[src/rpt_pkg.sv]
// Shared types, register codes and saturation helpers for the rigid point transform.
package rpt_pkg;

  localparam int unsigned FRAC_W = 30;

  typedef logic signed [31:0] fix_t;

  typedef enum logic [2:0] {
    CFG_QX,
    CFG_QY,
    CFG_QZ,
    CFG_QW,
    CFG_TX,
    CFG_TY,
    CFG_TZ,
    CFG_INV
  } cfg_idx_e;

  localparam fix_t QW_RESET = 32'sh4000_0000;

  typedef struct packed {
    fix_t point_x;
    fix_t point_y;
    fix_t point_z;
  } point_t;

  typedef struct packed {
    fix_t out_x;
    fix_t out_y;
    fix_t out_z;
    logic overflow;
  } result_t;

  // Row-major rotation matrix, element 3*row+col.
  typedef logic [8:0][31:0] mat_t;

  typedef struct packed {
    logic valid;
    logic ovf;
    fix_t x;
    fix_t y;
    fix_t z;
  } vec_beat_t;

  function automatic logic ovf32(input logic signed [39:0] v);
    return (v > 40'sh00_7FFF_FFFF) || (v < -40'sh00_8000_0000);
  endfunction

  function automatic fix_t sat32(input logic signed [39:0] v);
    fix_t r;
    if (v > 40'sh00_7FFF_FFFF) begin
      r = 32'sh7FFF_FFFF;
    end else if (v < -40'sh00_8000_0000) begin
      r = -32'sh8000_0000;
    end else begin
      r = v[31:0];
    end
    return r;
  endfunction

endpackage

[src/rpt_front.sv]
// Input stages: point capture and, in inverse mode, saturated subtraction of the translation.
module rpt_front
  import rpt_pkg::*;
(
  input  logic      clk_i,
  input  logic      rst_ni,
  input  logic      accept_i,
  input  point_t    point_i,
  input  logic      inverse_i,
  input  fix_t      tx_i,
  input  fix_t      ty_i,
  input  fix_t      tz_i,
  output vec_beat_t beat_o
);

  logic signed [39:0] dx, dy, dz;
  vec_beat_t s1_d, s1_q, s2_q;

  always_comb begin
    dx = 40'(point_i.point_x) - 40'(tx_i);
    dy = 40'(point_i.point_y) - 40'(ty_i);
    dz = 40'(point_i.point_z) - 40'(tz_i);
    s1_d.valid = accept_i;
    if (inverse_i) begin
      s1_d.x   = sat32(dx);
      s1_d.y   = sat32(dy);
      s1_d.z   = sat32(dz);
      s1_d.ovf = ovf32(dx) | ovf32(dy) | ovf32(dz);
    end else begin
      s1_d.x   = point_i.point_x;
      s1_d.y   = point_i.point_y;
      s1_d.z   = point_i.point_z;
      s1_d.ovf = 1'b0;
    end
  end

  always_ff @(posedge clk_i or negedge rst_ni) begin
    if (!rst_ni) begin
      s1_q <= '0;
      s2_q <= '0;
    end else begin
      s1_q <= s1_d;
      s2_q <= s1_q;
    end
  end

  assign beat_o = s2_q;

endmodule

[config.mk]
export PLATFORM = sky130hd
export DESIGN_NAME = rpt_front
export DESIGN_NICKNAME = d
export VERILOG_FILES = /design/src/rpt_pkg.sv /design/src/rpt_front.sv
export SDC_FILE = /design/constraint.sdc
export NUM_CORES = 1
export LEC_CHECK = 0
export BUFFER_PORTS_ARGS = -buffer_cell sky130_fd_sc_hd__clkbuf_2
export CAP_MARGIN = 10
export CORE_MARGIN = 3
export CORE_UTILIZATION = 30
export DETAILED_ROUTE_END_ITERATION = 7
export RECOVER_POWER = 50
export SLEW_MARGIN = 5
export SYNTH_ARGS = -nofsm -noshare
export SYNTH_HDL_FRONTEND = slang
export SYNTH_SLANG_ARGS = --single-unit
[constraint.sdc]
create_clock -name clk_i -period 0.8 [get_ports clk_i]
set_clock_uncertainty 0.15 [all_clocks]
set_input_delay 0.24 -clock clk_i [delete_from_list [all_inputs] [get_ports clk_i]]
set_output_delay 0.24 -clock clk_i [all_outputs]
set_load 0.01 [all_outputs]
# Word level (Yosys, flattened, before mapping)
# Cells that the tools add are included.
[totals]
elab_cells = 31
register_bits = 196
input_bits = 196
out_inout_bits = 98
[classes]
n_mux = 7
magnitude_cmp = 6
bitwise_logic = 2
n_addsub = 3
n_reduce_logical = 3
[op_table]
columns = ["op", "n"]
rows = [
  ["two-way mux 32 bit", 6],
  ["greater-than comparator 33 x 32 -> 1 bit, second input constant", 3],
  ["< comparator 33 x 32 -> 1 bit, second input constant", 3],
  ["subtractor 32 x 32 -> 33 bit", 3],
  ["two-way mux 97 bit", 1],
  ["logical OR 1 bit", 3],
  ["OR 1 bit", 2],
]

# Logic depth before layout (Yosys ltp)
# Gate-level depths: netlist (run 1).
[logic_depth]
word_depth = 6
mapped_depth = 15
depth_no_buf = 13

# Least setup slack after synthesis (run 1)
# No wires, ideal clock.
[synth_timing]
kind = "input to register"
from = "input port ty_i[29]"
to = "register s1_q[38] (netlist name)"
t_arrival_ns = 2.733
setup_time_ns = 0.125
n_path_buf = 2
path_slack_ns = -2.208
path_stages = 12
required_time_ns = 0.525
cell_sequence = "inv_1 ha_1 clkbuf_1 a21oi_2 inv_1 o41ai_1 o2111ai_1 nand3_1 mux2_2 buf_2 maj3_2 mux2_2"
[synth_rtl]
columns = ["item", "line_no", "rtl"]
rows = [
  ["start, declared", "rpt_front.sv:11", "input fix_t ty_i,"],
  ["end signal, assigned", "rpt_front.sv:39", "s1_q <= '0;"],
  ["end signal, assigned", "rpt_front.sv:42", "s1_q <= s1_d;"],
  ["end, declared", "rpt_front.sv:17", "vec_beat_t s1_d, s1_q, s2_q;"],
]

==> results of run 1 <==
[state kept, by name, summed over array words and instances, names as in the netlist]
register  count
beat_o       98
s1_q         98
[path summary, 6_finish.rpt]
| path | from | end | slack [ps] |
|---|---|---|---|
| min in group clk_i | point_i[40] | s1_q[40]$_DFF_PN0_ | -160 |
| max in group asynchronous | rst_ni | beat_o[80]$_DFF_PN0_ | -140 |
| worst max register to register | s1_q[59]$_DFF_PN0_ | beat_o[59]$_DFF_PN0_ | 80 |
| worst max-delay path | point_i[1] | s1_q[25]$_DFF_PN0_ | -1850 |
| worst min-delay path | rst_ni | beat_o[97]$_DFF_PN0_ | -420 |
| worst min register to register | s1_q[82]$_DFF_PN0_ | beat_o[82]$_DFF_PN0_ | 190 |
[critical path: cells and delay by family]
kind	cells	cell delay, ps
xor+xnor	1	260
compound gates	6	1340
buf+inv	2	250
fa+ha+maj	1	220
simple gates	3	600
[Yosys cell counts, types with 4 or more instances]
| library cell | instances |
|---|---|
| dfrtp_1 | 196 |
| inv_1 | 141 |
| a21oi_1 | 104 |
| ha_1 | 96 |
| nor2_1 | 79 |
| nand2_1 | 60 |
| a21o_1 | 56 |
| o21ai_0 | 46 |
| xnor2_1 | 45 |
| o2bb2ai_1 | 44 |
| xor2_1 | 33 |
| o21ai_1 | 32 |
| clkbuf_1 | 29 |
| nand3_1 | 21 |
| nand2b_1 | 19 |
| a211oi_1 | 17 |
| o211ai_2 | 17 |
| nor2b_1 | 16 |
| o21a_1 | 16 |
| a31oi_1 | 15 |
| and3_1 | 15 |
| o211ai_1 | 15 |
| nor3_1 | 14 |
| buf_2 | 12 |
| nand4_1 | 11 |
| and2_1 | 10 |
| mux2_2 | 9 |
| and4_1 | 6 |
| buf_6 | 6 |
| maj3_2 | 6 |
| o21bai_1 | 6 |
| o22ai_1 | 6 |
| a21boi_0 | 4 |
| nor3b_1 | 4 |
| o31ai_1 | 4 |
[kinds of logic (layout without fill, tap and decap cells)]
kind of cell | after synthesis | after routing | share of synthesized area
and+or+nand+nor | 270 | 270 | 0.1092
DFF | 196 | 196 | 0.4032
AOI/OAI and AO/OA | 426 | 426 | 0.2470
adders and majority gates | 108 | 108 | 0.1117
buffers and inverters | 190 | 932 | 0.06356
xor gates and xnor gates | 78 | 78 | 0.05616
muxes | 10 | 11 | 0.009154
[power groups by stage]
stage / Sequential, uW / Combinational (uW) / Clock [uW]
CTS: 12200 / 14800 / 9260
global route: 12300 / 17200 / 9560
detailed placement: 12300 / 12600 / 0
floorplan: 12600 / 6350 / 0
global placement: 12300 / 12500 / 0
finish: 12100 / 15900 / 8950
[per-layer routing]
| layer | GRT usage | vias to the layer above | part of all wire |
|---|---|---|---|
| met5 | 0 | - | 0.00063 |
| met4 | 0.06999 | 4 | 0.021 |
| met3 | 0.04156 | 53 | 0.046 |
| met2 | 0.3220 | 299 | 0.48 |
| met1 | 0.2532 | 5907 | 0.45 |
| li1 | - | 5994 | - |
[layout make-up]
| class | count | area, um^2 |
|---|---|---|
| clock buffers | 20 | 446.7 |
| clock inverters | 12 | 142.6 |
| fillers | 3586 | 19270 |
| inverters | 141 | 569.3 |
| multi-input cells | 893 | 8228 |
| flip-flops and latches | 196 | 4905 |
| well taps | 525 | 656.9 |
| repair buffers | 759 | 5698 |
[what timing repair did]
action | CTS | global route
pin swaps | 77 | 75
setup endpoints to repair | 195 | 200
buffers inserted | 25 | 28
endpoints found under the hold margin | 289 | 246
cloned | 6 | 1
resized for setup | 181 | 156
[through the flow]
step           std cells  total power, uW    util  area (um^2)  TNS, ps
2_1_floorplan       1278            18920       -        12800  -180940
6_report            2546            37000  0.5173        20650  -216300
4_1_cts             2524            36170  0.4979        19870  -217690
3_3_place_gp        2442            24830  0.4459        17800  -224370
5_1_grt             2546            39010  0.5173        20650  -232170
3_5_place_dp        2442            24980  0.4459        17800  -229190
==> qor.yml, run 1 <==
cp.arrival_ps: 2890
worstSetupStartpointType: "primary input"
required_ps: 1050
synth_area_leaders: "dfrtp_1 (40%), ha_1 (9.9%), inv_1 (4.4%), a21oi_1 (4.3%), a21o_1 (3.5%)"
grt_overflow: 0
final_cell_mix: "buf_4 (385), clkbuf_2 (267), dfrtp_1 (196), inv_1 (128), a21oi_1 (70)"
fp.dieH_um: 207.4
hold_violations: 67
io_pins: 294
clk_pin_slew_ps: 80
clock_latency_ps: 470
ir_drop_v: 0.001506
slew_viol_final: 0
ff2ff_path_depth: 0
drtPass1Iterations: 5
dp_hpwl_um: 32660
p_leak_uw: 0.01012
drtIter0Drc: 595
syn_area_per_cell_um2: 9.519
gp_congestion: 0.8836
ctsHoldBuffers: 21
syn_inst: 1278
whs_ps: -416.6
synth-seq-cells: 196
cp-end-kind: "flop"
power_frac_seq: 0.328
p_clk_frac: 0.242
synth_largest_area_cell: "dfrtp_1"
swShare: 0.3385
mostFrequentLayoutCell: "buf_4"
via_per_inst: 4.814
routedWlPerCell_um: 16.89
min_period_ps: 2647
fin_ws_ps: -1847
cpMaxStageDelayCell: "a221oi_4"
syn2layout_area_growth_pct: 69.71
grt_max_degree: 47
dieArea_um2: 43000
drive_above_1_share: 0.5215
routed_wl_um: 43000
fin_crit_sh: 3.309
synth_ff_type: "dfrtp_1"
yosys_warnings: 0
violations: "hold timing, setup timing"
layout.nets: 2303
async_flop_share: 1.000
vias: 12260
ant_nets: 0
cts_tree: "done"
tightest_slew_ps: 478.1
max_slew_margin: 0.6779
synth_top_cell_area_share: 0.4032
cts_buffer_depth: 2
path_cells: "buf_6, ha_4, nor2b_4, o31a_1, o31a_1, o2bb2ai_4, a221oi_4, o311ai_4, xor2_2, and2_4, buf_12, and4b_1, o2bb2ai_1"
synth_edf_count: 0
comb_power_share: 0.430
synth_nets: 1573
cp_common_cell: "o31a_1"
outcome: "complete, but fails checks"
post-route-drc-count: 0
grt_pass1_vias: 12890
synth.distinct_cells: 77
p_sw_uw: 12530
numClockSinks: 196
row_count: 73
path_max_fanout: 6
cap_violations: 0
max_freq_ghz: 0.3777
power.density_nw_per_um2: 1792
core_area_um2: 39910
cts_buffers: 17
min_path_type: "primary input to asynchronous set/reset pin"
cts_root_buf: "clkbuf_16"
setup_viol: 199
numPortBuffers: 293
antenna_cells: 0
dpl_worst_slack_ps: -2429
ys_seq_area_frac: 0.4032
critical_path_class: "primary input to flop"
fp.dieW_um: 207.4
rsz0062_at_grt: "true"
grt_pass1_wl_um: 67450
slowest_delay_ps: 330
antenna_found_initial: 2
p_int_uw: 24480
grtUsageTotal: 0.1950
htreeDepth: 4
syn_area_um2: 12170
start_util: 0.3048
Power figures use the tool's default switching activity.
==> inputs of run 2 (changes only) <==
clock period = 2.7 ns   (was 0.8 ns; I/O delays follow)
==> run 2 against run 1 <==
  * Final area down 4.6%
  * Sequential power down 70%
  * Critical path depth up 1
  * Critical path type unchanged
  * The run ends with capacitance limit, slew limit, setup timing left
  * Clock-buffer cell count unchanged
  * Largest cell class unchanged
==> qor.yml, run 2 (synthesized netlist as in run 1, its figures left out) <==
outcome: "complete, but fails checks"
violations: "capacitance limit, slew limit, setup timing"
slowest_delay_ps: 360
mostFrequentLayoutCell: "buf_4"
clock_latency_ps: 460
place_area_um2: 17460
numPortBuffers: 293
whs_ps: 190.7
clk_pin_slew_ps: 80
cpMaxStageDelayCell: "o31a_1"
dp_hpwl_um: 32360
timing.critical_path.buf_inv: 3
syn2layout_area_growth_pct: 61.85
cts_buffer_depth: 2
fp.dieW_um: 207.4
fp.dieH_um: 207.4
ctsHoldBuffers: 0
htreeDepth: 4
max_slew_margin: -0.001355
grt_pass1_wl_um: 65910
grt_overflow: 0
cp_common_cell: "o31a_1"
dpl_worst_slack_ps: -1085
min_path_type: "flop to flop"
fin_ws_ps: -524.0
layout.nets: 2233
design_area_um2: 19690
start_util: 0.3048
cts_root_buf: "clkbuf_16"
max_freq_ghz: 0.3102
slew_viol_final: 38
ir_drop_v: 0.0004416
cts_buffers: 17
finalNonFillerCells: 2476
path_delay_family: "compound AO/OA/AOI/OAI gates"
post-route-drc-count: 0
cp.arrival_ps: 3420
fin_crit_sh: 1.194
final_util: 0.4933
dp_cells: 2404
worst_hold_startpoint: "s1_q[95]$_DFF_PN0_"
dieArea_um2: 43000
power.density_nw_per_um2: 545.4
vias: 12030
cp-end-kind: "flop"
grt_pass1_vias: 12430
routedWlPerCell_um: 17.23
routed_wl_um: 42660
min_period_ps: 3224
via_per_inst: 4.858
final_cell_mix: "buf_4 (347), clkbuf_2 (284), dfrtp_1 (196), inv_1 (127), a21oi_1 (72)"
hold_violations: 0
core_area_um2: 39910
setup_viol: 96
row_count: 73
drtPass1Iterations: 5
path_cells: "buf_8, ha_4, nor2b_4, o31a_1, o31a_1, o2bb2ai_4, a221oi_4, o311ai_4, xor2_2, or2_4, buf_12, buf_16, o211ai_2, o21ai_1"
cts_tree: "done"
gp_congestion: 0.8717
tightest_slew_ps: 1502
drtIter0Drc: 418
path_max_fanout: 5
antenna_cells: 0
numClockSinks: 196
rr_startpoint: "s1_q[59]$_DFF_PN0_"
n_fill_cell: 3655
grtUsageTotal: 0.1917
p_leak_uw: 0.009696
critical_path.startpoint: "point_i[1]"
rsz0062_at_grt: "true"
grt_max_degree: 58
ant_nets: 0
required_ps: 2890
drive_above_1_share: 0.5105
r2r_setup_slack_ps: 1980
critical_path_class: "primary input to flop"
antenna_found_initial: 1
worstSetupStartpointType: "primary input"
io_pins: 294
cap_violations: 1
==> run 2: changes by cell type in the layout (fill, tap and decap cells not counted), moves of 5 or more <==
cell           change
ha_4               -9
nor2_1             -5
buf_12             -7
buf_4             -38
clkbuf_2          +17
ha_1               +9
nor2_4             +8
dlygate4sd3_1     -20
buf_6             -17
==> run 2: power breakdown <==
part	total, uW	switching (uW)	internal (uW)
clock	2660	1230	1430
sequential	3610	185	3430
combinational	4470	2240	2230
total	10700	3660	7080
==> run 2: layout make-up <==
cell class / count / area (um^2) / share of cell area
timing repair buffer: 689 / 4915 / 0.2496
clock buffer: 20 / 456.7 / 0.02319
inverter: 141 / 564.3 / 0.02866
clock inverter: 12 / 145.1 / 0.007371
tap: 525 / 656.9 / 0.03336
sequential: 196 / 4905 / 0.2491
multi-input combinational: 893 / 8048 / 0.4087
==> run 2: timing repair <==
item | in CTS | in global routing
gates cloned | 5 | 1
pin swaps | 77 | 97
gates resized for setup | 152 | 122
setup endpoints to repair | 96 | 97
buffers inserted | 23 | 18
endpoints found under the hold margin | 0 | 0
==> run 2: metrics by stage <==
step / power, uW / setup TNS [ps]
6_report: 10740 / -38380
5_1_grt: 11340 / -45910
4_1_cts: 10600 / -31680
3_5_place_dp: 7359 / -91810
3_3_place_gp: 7311 / -87020
2_1_floorplan: 5605 / -51930
==> run 2: routing by layer <==
layer | vias to the layer above | GRT usage | share of wire
li1 | 5844 | - | -
met1 | 5822 | 0.2494 | 0.46
met2 | 309 | 0.3189 | 0.47
met3 | 51 | 0.04307 | 0.047
met4 | 2 | 0.05899 | 0.021
met5 | - | 0 | 0.00047
==> run 2: final timing paths <==
path / to / depth (start not counted)
worst max-delay path: s1_q[8]$_DFF_PN0_ / 14
worst min-delay path: beat_o[95]$_DFF_PN0_ / 0
worst max register to register: beat_o[59]$_DFF_PN0_ / 0
worst min register to register: beat_o[95]$_DFF_PN0_ / 0
max in group asynchronous: s1_q[59]$_DFF_PN0_ / 2
min in group asynchronous: beat_o[66]$_DFF_PN0_ / 1
